### src/rtl/bbl_pkg.sv
// shared types and constants of the byte budget lru cache
`timescale 1ns / 1ps
package bbl_pkg;

  localparam logic [1:0] OP_PUT      = 2'd0;
  localparam logic [1:0] OP_GET      = 2'd1;
  localparam logic [1:0] OP_CONTAINS = 2'd2;
  localparam logic [1:0] OP_CLEAR    = 2'd3;

  localparam logic        ADDR_MAX_BYTES  = 1'b0;
  localparam logic [31:0] MAX_BYTES_RESET = 32'd4194304;

  typedef struct packed {
    logic        is_removal;
    logic        removal_was_replace;
    logic        hit;
    logic [63:0] key;
    logic [31:0] handle;
    logic [23:0] size;
    logic [31:0] total;
    logic [4:0]  count;
    logic        last;
  } out_word_t;

endpackage

### src/rtl/byte_budget_lru_cache_core.sv
// top level of the byte budget lru cache: register port and output fields
// usage:
//   requests enter on in_valid/in_ready with opcode, key, size_bytes and handle.
//   in_ready is high only while the block is idle; one request is worked at a time.
//   every request yields one final word (last high); a put first yields one
//   removal word (is_removal high) per entry it drops, oldest eviction first.
//   words leave on out_valid/out_ready from an output register; a stalled
//   receiver holds the sequencer in its emit step, nothing is dropped.
//   the table lives in a single ram walked one entry at a time, a read then a
//   check per entry. get/contains scan the keys, and a get hit then walks the
//   ranks; a put scans the keys, then per eviction runs a lru scan and a rank
//   update walk, then an insert walk that also finds the free slot; a clear
//   empties the table without a walk.
//   the byte budget max_bytes is written over the apb port at address 0 and
//   reads back there; write it only while the block is idle.
//   reset empties the table, zeroes the byte total and sets max_bytes to
//   4194304; no clearing pass is needed.
`timescale 1ns / 1ps
module byte_budget_lru_cache_core import bbl_pkg::*; #(
  parameter int ENTRIES   = 16,
  parameter int KEY_WIDTH = 64
) (
  input  logic        clk,
  input  logic        rst,
  input  logic        psel,
  input  logic        penable,
  input  logic        pwrite,
  input  logic [2:0]  paddr,
  input  logic [31:0] pwdata,
  output logic [31:0] prdata,
  output logic        pready,
  input  logic        in_valid,
  output logic        in_ready,
  input  logic [1:0]  opcode,
  input  logic [63:0] key,
  input  logic [23:0] size_bytes,
  input  logic [31:0] handle,
  output logic        out_valid,
  input  logic        out_ready,
  output logic        is_removal,
  output logic        removal_was_replace,
  output logic        hit,
  output logic [63:0] out_key,
  output logic [31:0] out_handle,
  output logic [23:0] out_size,
  output logic [31:0] total_bytes,
  output logic [4:0]  entry_count,
  output logic        last
);

  logic [31:0] max_bytes;
  out_word_t   word;

  assign pready = 1'b1;

  // register index is the word address
  always_ff @(posedge clk) begin
    if (rst) begin
      max_bytes <= MAX_BYTES_RESET;
    end else if (psel && penable && pwrite && paddr[2] == ADDR_MAX_BYTES) begin
      max_bytes <= pwdata;
    end
  end

  assign prdata = (paddr[2] == ADDR_MAX_BYTES) ? max_bytes : 32'd0;

  bbl_seq #(
    .ENTRIES  (ENTRIES),
    .KEY_WIDTH(KEY_WIDTH)
  ) u_seq (
    .clk      (clk),
    .rst      (rst),
    .max_bytes(max_bytes),
    .in_valid (in_valid),
    .in_ready (in_ready),
    .in_opcode(opcode),
    .in_key   (key),
    .in_size  (size_bytes),
    .in_handle(handle),
    .out_valid(out_valid),
    .out_ready(out_ready),
    .out_word (word)
  );

  assign is_removal          = word.is_removal;
  assign removal_was_replace = word.removal_was_replace;
  assign hit                 = word.hit;
  assign out_key             = word.key;
  assign out_handle          = word.handle;
  assign out_size            = word.size;
  assign total_bytes         = word.total;
  assign entry_count         = word.count;
  assign last                = word.last;

endmodule

### src/rtl/bbl_ram.sv
// generic single write, single read ram with registered read
`timescale 1ns / 1ps
module bbl_ram #(
  parameter int WIDTH = 8,
  parameter int DEPTH = 16
) (
  input  logic                     clk,
  input  logic                     we,
  input  logic [$clog2(DEPTH)-1:0] waddr,
  input  logic [WIDTH-1:0]         wdata,
  input  logic [$clog2(DEPTH)-1:0] raddr,
  output logic [WIDTH-1:0]         rdata
);

  logic [WIDTH-1:0] mem [DEPTH];

  always_ff @(posedge clk) begin
    if (we) begin
      mem[waddr] <= wdata;
    end
    rdata <= mem[raddr];
  end

endmodule

### src/rtl/bbl_alu.sv
// shared byte total adder, subtractor and budget compare
`timescale 1ns / 1ps
module bbl_alu (
  input  logic [31:0] a,
  input  logic [23:0] b,
  input  logic        sub,
  input  logic [31:0] limit,
  output logic [31:0] res,
  output logic        over
);

  logic [32:0] sum;

  always_comb begin
    if (sub) begin
      sum = {1'b0, a} - {9'd0, b};
    end else begin
      sum = {1'b0, a} + {9'd0, b};
    end
    res  = sum[31:0];
    over = sum > {1'b0, limit};
  end

endmodule

### src/rtl/bbl_seq.sv
// sequencer that walks the entry table for lookups, evictions and rank updates
`timescale 1ns / 1ps
module bbl_seq import bbl_pkg::*; #(
  parameter int ENTRIES   = 16,
  parameter int KEY_WIDTH = 64
) (
  input  logic        clk,
  input  logic        rst,
  input  logic [31:0] max_bytes,
  input  logic        in_valid,
  output logic        in_ready,
  input  logic [1:0]  in_opcode,
  input  logic [63:0] in_key,
  input  logic [23:0] in_size,
  input  logic [31:0] in_handle,
  output logic        out_valid,
  input  logic        out_ready,
  output out_word_t   out_word
);

  localparam int RW   = $clog2(ENTRIES);
  localparam int CW   = $clog2(ENTRIES + 1);
  localparam int RECW = KEY_WIDTH + 32 + 24 + RW;

  localparam logic [3:0] S_IDLE    = 4'd0;
  localparam logic [3:0] S_FIND_RD = 4'd1;
  localparam logic [3:0] S_FIND_EV = 4'd2;
  localparam logic [3:0] S_DROP    = 4'd3;
  localparam logic [3:0] S_ADJ_RD  = 4'd4;
  localparam logic [3:0] S_ADJ_EV  = 4'd5;
  localparam logic [3:0] S_BUDCHK  = 4'd6;
  localparam logic [3:0] S_FULLCHK = 4'd7;
  localparam logic [3:0] S_INSERT  = 4'd8;
  localparam logic [3:0] S_FINAL   = 4'd9;
  localparam logic [3:0] S_CLEAR   = 4'd10;

  localparam logic [2:0] PH_REPL   = 3'd0;
  localparam logic [2:0] PH_BUDGET = 3'd1;
  localparam logic [2:0] PH_FULL   = 3'd2;
  localparam logic [2:0] PH_GET    = 3'd3;
  localparam logic [2:0] PH_CONT   = 3'd4;

  localparam logic [1:0] AM_DEC   = 2'd0;
  localparam logic [1:0] AM_TOUCH = 2'd1;
  localparam logic [1:0] AM_INC   = 2'd2;

  localparam logic [RW-1:0] IDX_LAST = RW'(ENTRIES - 1);

  logic [3:0]           state;
  logic [2:0]           phase;
  logic                 find_lru;
  logic [1:0]           mode;
  logic [RW-1:0]        idx;
  logic [RW-1:0]        slot;
  logic                 slot_ok;
  logic [ENTRIES-1:0]   valid;
  logic [31:0]          total;
  logic [CW-1:0]        count;
  logic [KEY_WIDTH-1:0] req_key;
  logic [23:0]          req_size;
  logic [31:0]          req_handle;
  logic [KEY_WIDTH-1:0] cap_key;
  logic [31:0]          cap_handle;
  logic [23:0]          cap_size;
  logic [RW-1:0]        cap_rank;
  logic                 rem_replace;
  logic                 res_hit;
  logic [31:0]          res_handle;
  logic [23:0]          res_size;

  logic                 we;
  logic [RW-1:0]        waddr;
  logic [RECW-1:0]      wdata;
  logic [RECW-1:0]      rdata;
  logic [KEY_WIDTH-1:0] r_key;
  logic [31:0]          r_handle;
  logic [23:0]          r_size;
  logic [RW-1:0]        r_rank;
  logic                 match;
  logic                 slot_free;
  logic                 emit;
  logic [31:0]          alu_res;
  logic                 alu_over;
  logic                 alu_sub;
  logic [23:0]          alu_b;

  bbl_ram #(
    .WIDTH(RECW),
    .DEPTH(ENTRIES)
  ) u_ram (
    .clk  (clk),
    .we   (we),
    .waddr(waddr),
    .wdata(wdata),
    .raddr(idx),
    .rdata(rdata)
  );

  assign alu_sub = (state == S_DROP);
  assign alu_b   = (state == S_DROP) ? cap_size : req_size;

  bbl_alu u_alu (
    .a    (total),
    .b    (alu_b),
    .sub  (alu_sub),
    .limit(max_bytes),
    .res  (alu_res),
    .over (alu_over)
  );

  assign r_key    = rdata[RECW-1 -: KEY_WIDTH];
  assign r_handle = rdata[RW + 24 +: 32];
  assign r_size   = rdata[RW +: 24];
  assign r_rank   = rdata[RW-1:0];

  assign in_ready  = (state == S_IDLE);
  assign slot_free = !out_valid || out_ready;
  // a new word is loaded into the output register this cycle
  assign emit      = slot_free && (state == S_DROP || state == S_FINAL);

  // lru entry holds rank count-1
  always_comb begin
    if (find_lru) begin
      match = valid[idx] && ((CW'(r_rank) + CW'(1)) == count);
    end else begin
      match = valid[idx] && (r_key == req_key);
    end
  end

  always_comb begin
    we    = 1'b0;
    waddr = idx;
    wdata = rdata;
    if (state == S_ADJ_EV) begin
      case (mode)
        AM_DEC: begin
          if (valid[idx] && r_rank > cap_rank) begin
            we          = 1'b1;
            wdata[RW-1:0] = r_rank - RW'(1);
          end
        end
        AM_TOUCH: begin
          if (idx == slot) begin
            we          = 1'b1;
            wdata[RW-1:0] = '0;
          end else if (valid[idx] && r_rank < cap_rank) begin
            we          = 1'b1;
            wdata[RW-1:0] = r_rank + RW'(1);
          end
        end
        AM_INC: begin
          if (valid[idx]) begin
            we          = 1'b1;
            wdata[RW-1:0] = r_rank + RW'(1);
          end
        end
        default: begin
          we = 1'b0;
        end
      endcase
    end else if (state == S_INSERT) begin
      we    = slot_ok;
      waddr = slot;
      wdata = {req_key, req_handle, req_size, {RW{1'b0}}};
    end
  end

  always_ff @(posedge clk) begin
    if (rst) begin
      state     <= S_IDLE;
      valid     <= '0;
      total     <= '0;
      count     <= '0;
      out_valid <= 1'b0;
      idx       <= '0;
      slot_ok   <= 1'b0;
      phase     <= PH_REPL;
      mode      <= AM_DEC;
      find_lru  <= 1'b0;
    end else begin
      if (out_valid && out_ready && !emit) begin
        out_valid <= 1'b0;
      end
      case (state)
        S_IDLE: begin
          if (in_valid) begin
            req_key     <= in_key[KEY_WIDTH-1:0];
            req_size    <= in_size;
            req_handle  <= in_handle;
            res_hit     <= 1'b0;
            res_handle  <= '0;
            res_size    <= '0;
            rem_replace <= 1'b0;
            idx         <= '0;
            find_lru    <= 1'b0;
            case (in_opcode)
              OP_PUT: begin
                phase <= PH_REPL;
                state <= S_FIND_RD;
              end
              OP_GET: begin
                phase <= PH_GET;
                state <= S_FIND_RD;
              end
              OP_CONTAINS: begin
                phase <= PH_CONT;
                state <= S_FIND_RD;
              end
              default: begin
                state <= S_CLEAR;
              end
            endcase
          end
        end
        S_FIND_RD: begin
          state <= S_FIND_EV;
        end
        S_FIND_EV: begin
          if (match) begin
            cap_key    <= r_key;
            cap_handle <= r_handle;
            cap_size   <= r_size;
            cap_rank   <= r_rank;
            slot       <= idx;
            case (phase)
              PH_REPL: begin
                rem_replace <= 1'b1;
                state       <= S_DROP;
              end
              PH_GET: begin
                res_hit    <= 1'b1;
                res_handle <= r_handle;
                res_size   <= r_size;
                mode       <= AM_TOUCH;
                idx        <= '0;
                state      <= S_ADJ_RD;
              end
              PH_CONT: begin
                res_hit  <= 1'b1;
                res_size <= r_size;
                state    <= S_FINAL;
              end
              default: begin
                rem_replace <= 1'b0;
                state       <= S_DROP;
              end
            endcase
          end else if (idx == IDX_LAST) begin
            case (phase)
              PH_REPL: begin
                state <= S_BUDCHK;
              end
              PH_BUDGET: begin
                state <= S_FULLCHK;
              end
              PH_FULL: begin
                mode    <= AM_INC;
                idx     <= '0;
                slot_ok <= 1'b0;
                state   <= S_ADJ_RD;
              end
              default: begin
                state <= S_FINAL;
              end
            endcase
          end else begin
            idx   <= idx + RW'(1);
            state <= S_FIND_RD;
          end
        end
        S_DROP: begin
          if (slot_free) begin
            valid[slot]                  <= 1'b0;
            total                        <= alu_res;
            count                        <= count - CW'(1);
            out_valid                    <= 1'b1;
            out_word.is_removal          <= 1'b1;
            out_word.removal_was_replace <= rem_replace;
            out_word.hit                 <= 1'b0;
            out_word.key                 <= 64'(cap_key);
            out_word.handle              <= cap_handle;
            out_word.size                <= cap_size;
            out_word.total               <= alu_res;
            out_word.count               <= 5'(count - CW'(1));
            out_word.last                <= 1'b0;
            mode                         <= AM_DEC;
            idx                          <= '0;
            state                        <= S_ADJ_RD;
          end
        end
        S_ADJ_RD: begin
          state <= S_ADJ_EV;
        end
        S_ADJ_EV: begin
          if (mode == AM_INC && !valid[idx] && !slot_ok) begin
            slot    <= idx;
            slot_ok <= 1'b1;
          end
          if (idx == IDX_LAST) begin
            case (mode)
              AM_DEC: begin
                if (phase == PH_FULL) begin
                  mode    <= AM_INC;
                  idx     <= '0;
                  slot_ok <= 1'b0;
                  state   <= S_ADJ_RD;
                end else begin
                  state <= S_BUDCHK;
                end
              end
              AM_TOUCH: begin
                state <= S_FINAL;
              end
              default: begin
                state <= S_INSERT;
              end
            endcase
          end else begin
            idx   <= idx + RW'(1);
            state <= S_ADJ_RD;
          end
        end
        S_BUDCHK: begin
          if (count != '0 && alu_over) begin
            phase    <= PH_BUDGET;
            find_lru <= 1'b1;
            idx      <= '0;
            state    <= S_FIND_RD;
          end else begin
            state <= S_FULLCHK;
          end
        end
        S_FULLCHK: begin
          if (count >= CW'(ENTRIES)) begin
            phase    <= PH_FULL;
            find_lru <= 1'b1;
            idx      <= '0;
            state    <= S_FIND_RD;
          end else begin
            mode    <= AM_INC;
            idx     <= '0;
            slot_ok <= 1'b0;
            state   <= S_ADJ_RD;
          end
        end
        S_INSERT: begin
          if (slot_ok) begin
            valid[slot] <= 1'b1;
            total       <= alu_res;
            count       <= count + CW'(1);
          end
          state <= S_FINAL;
        end
        S_FINAL: begin
          if (slot_free) begin
            out_valid                    <= 1'b1;
            out_word.is_removal          <= 1'b0;
            out_word.removal_was_replace <= 1'b0;
            out_word.hit                 <= res_hit;
            out_word.key                 <= 64'(req_key);
            out_word.handle              <= res_handle;
            out_word.size                <= res_size;
            out_word.total               <= total;
            out_word.count               <= 5'(count);
            out_word.last                <= 1'b1;
            state                        <= S_IDLE;
          end
        end
        S_CLEAR: begin
          valid <= '0;
          total <= '0;
          count <= '0;
          state <= S_FINAL;
        end
        default: begin
          state <= S_IDLE;
        end
      endcase
    end
  end

endmodule

### config.mk
export PLATFORM = sky130hd
export DESIGN_NAME = byte_budget_lru_cache_core
export DESIGN_NICKNAME = d
export VERILOG_FILES = /design/src/rtl/bbl_pkg.sv /design/src/rtl/byte_budget_lru_cache_core.sv /design/src/rtl/bbl_ram.sv /design/src/rtl/bbl_alu.sv /design/src/rtl/bbl_seq.sv
export SDC_FILE = /design/constraint.sdc
export NUM_CORES = 2
export LEC_CHECK = 0
export BUFFER_PORTS_ARGS = -buffer_cell sky130_fd_sc_hd__buf_4
export CAP_MARGIN = 20
export CORE_MARGIN = 3
export CORE_UTILIZATION = 62
export DETAILED_ROUTE_END_ITERATION = 8
export GPL_TIMING_DRIVEN = 0
export PLACE_DENSITY = 0.8
export SYNTH_ARGS = -nofsm -noshare
export SYNTH_HDL_FRONTEND = slang
export SYNTH_HIERARCHICAL = 1
export SYNTH_SLANG_ARGS = --single-unit
### constraint.sdc
create_clock -name clk -period 16.4 [get_ports clk]
set_input_delay 0.82 -clock clk [delete_from_list [all_inputs] [get_ports clk]]
set_output_delay 0.82 -clock clk [all_outputs]
set_load 0.01 [all_outputs]
==> results.cfg <==
[synth]
synth.yosys.seq_area_share_pct = 75.05
synth-seq-cells = 2676
synthArstFlopShare_pct = 0
avgSynthCellArea_um2 = 17.68
synth_warnings = 6
synth_nets = 6125
synth_cell_types = 86
synth_edf_count = 2451
synth_area_um2 = 104100
synth_flop_cell = edfxtp_1
synthCells = 5885

[clock_network]
clkTransAtPathRegs_ns = 0.06
cts_tree = done
clock-sinks = 2676
cts_buffers = 279
cts_setup_buffers = 0
root_buffer = clkbuf_16
htreeDepth = 5
clock_path_buffers = 4
clkLatencyLatePin_ns = 0.96
ctsHoldBuffers = 3
cts-resized-gates = 0

[finish]
final_cell_mix = edfxtp_1 (2,451), nand2_1 (1,078), mux4_2 (501)
nets = 6946
syn_to_final_growth_pct = 16.68
drive_gt1_share_pct = 22.49
final_cells = 9110
final_common_cell = edfxtp_1

[critical_path]
end_kind = flip-flop
cpMostUsedCell = nand2_1
crit_arrival_ns = 10.23
critPathLaunchType = flip-flop
slowest_delay_ns = 0.50
crit_type = reg2reg
cp.required_ns = 17.15
cp_max_fo = 10
slowest_stage = or3b_2

[status]
status = complete, no violations

[min_path]
min_path_type = in2reg

[routing]
drc = 0
wl_per_cell_um = 33.61
drtPass1Iterations = 6
ant_nets = 0
vias = 62701
drtIter0Drc = 10422
routed_wl_um = 306200
viasPerCell = 6.883

[floorplan]
die_w_um = 415.7
num_rows = 149
core_area_um2 = 165900
ios = 360
start_util_pct = 62.73
die_area_um2 = 172800
die_height_um = 415.7

[timing]
max_freq_mhz = 105.5
hold_viol = 0
rsz0062_at_grt = false
drv_slew = 0
layout_min_cycle_time_ns = 9.478
setup_viol_count_final = 0
timing.final.crit_share_pct = 57.79
slew_headroom_pct = 6.827
clock_skew_ns = 0.07401
worst_pin_slew_ns = 1.385

[placed_design]
io_buffers = 355
dp_hpwl_um = 187900
dp_cells = 8609
gp_congestion = 0.9154

[power]
power_uw = 14620
ir_drop_mv = 0.1206
power.density_nw_per_um2 = 120.4
p_leak_uw = 0.04097

[global_route]
overflow = 0
grt_pass1_vias = 63083
grt_use_total_pct = 35.45
antenna_found_initial = 13
grt_max_degree = 30
grt_pass1_wl_um = 438400

[flow_run]
drv_cap = 0
[metal layers]
layer / global-route usage (%) / wire length (um)
met2: 54.38 / 142300
met4: 22.76 / 23330
met5: 0 / 43
met3: 9.594 / 41620
met1: 45.34 / 98910
[final cells by class]
cell class	count	area, um2
buffer	310	1450
antenna	10	25.02
clock inverter	126	1076
multi-input combinational	2840	24460
timing repair buffer	540	5717
fill	9011	44480
tap	2189	2739
sequential	2676	78100
inverter	59	224.0
clock buffer	360	7647
[path summary, 6_finish.rpt]
| path | start | end | slack (ns) | depth (start not counted) |
|---|---|---|---|---|
| max | u_seq/state[0] | u_seq/phase[0] | 6.92 | 34 |
| min | size_bytes[5] | u_seq/req_size[5] | 0.04 | 1 |
| max reg2reg | u_seq/state[0] | u_seq/phase[0] | 6.92 | 34 |
| min reg2reg | u_seq/u_ram/rdata[19] | u_seq/cap_size[15] | 0.45 | 0 |
[Yosys cell counts (all sizes together) (5+ instances only)]
cell type,instances,area (um2)
o21ai,54,270.3
or3,5,36.28
and2,8,50.05
o21bai,5,37.54
nor3,36,190.2
a22oi,283,2125
a21oi,102,514.2
inv,59,224.0
a311oi,6,52.55
nor2b,46,287.8
xor2,28,245.2
buf,125,750.7
edfxtp,2451,73600
o211ai,8,60.06
ha,75,938.4
a31oi,13,81.33
nand3,21,105.1
xnor2,100,875.8
and3,64,401.6
nand2,1078,4046
a211oi,27,202.7
clkbuf,185,694.4
mux4,501,11280
nor2,119,446.7
a21o,28,221.5
nand3b,5,37.54
nand2b,77,481.7
nand4,26,162.7
dfxtp,225,4504
o21a,9,67.56
mux2i,39,390.4
nor4,14,93.84
[sequential cells by signal, indices dropped and copies added (netlist names), 4 cells and up]
name               cells
u_seq/valid           16
u_seq/out_word       161
u_seq/u_ram/mem     1984
u_seq/state            4
u_seq/slot             4
u_seq/req_size        24
u_seq/cap_handle      32
u_seq/cap_key         64
u_seq/res_handle      32
u_seq/res_size        24
u_seq/req_handle      32
u_seq/count            5
u_seq/idx              4
u_seq/req_key         64
u_seq/cap_size        24
u_seq/cap_rank         4
u_seq/u_ram/rdata    124
u_seq/total           32
max_bytes             32
[per-stage QoR]
| stage | util [%] | area, um2 | hold WS (ns) | worst slack (ns) | setup TNS, ns |
|---|---|---|---|---|---|
| after detailed placement | 67.89 | 112600 | 0.4325 | 7.481 | 0 |
| after global routing | 73.18 | 121400 | 0.01633 | 6.316 | 0 |
| final | 73.19 | 121400 | 0.03881 | 6.922 | 0 |
| after floorplan | - | 104100 | 0.4223 | 3.439 | 0 |
| after global placement | 65.98 | 109500 | 0.4294 | -7.423 | -4133.48 |
| after CTS | 73.16 | 121400 | 0.0002193 | 7.201 | 0 |
[cells by family after synthesis]
family,Yosys count,share of synthesized area [%]
mux,542,11.24
compound gates,572,3.839
simple gates,1521,6.272
fa+ha+maj,76,0.9209
buf+inv,369,1.604
other cells,1,0.003603
flops,2676,75.05
xor+xnor,128,1.077
[critical path, delay by kind of cell (launching register included)]
kind	cells	cell delay [ns]
compound gates	9	2.11
simple gates	16	4.45
mux	1	0.28
flops	1	0.30
buf+inv	4	1.00
xor+xnor	2	0.45
fa+ha+maj	2	0.74
[power by group]
part / internal (uW) / total (uW) / leakage, uW / switching [uW]
registers: 7540 / 7600 / 0.0240 / 63.0
logic: 321 / 868 / 0.0127 / 546
clock network: 3560 / 6150 / 0.00429 / 2600
Power figures use the tool's default switching activity.
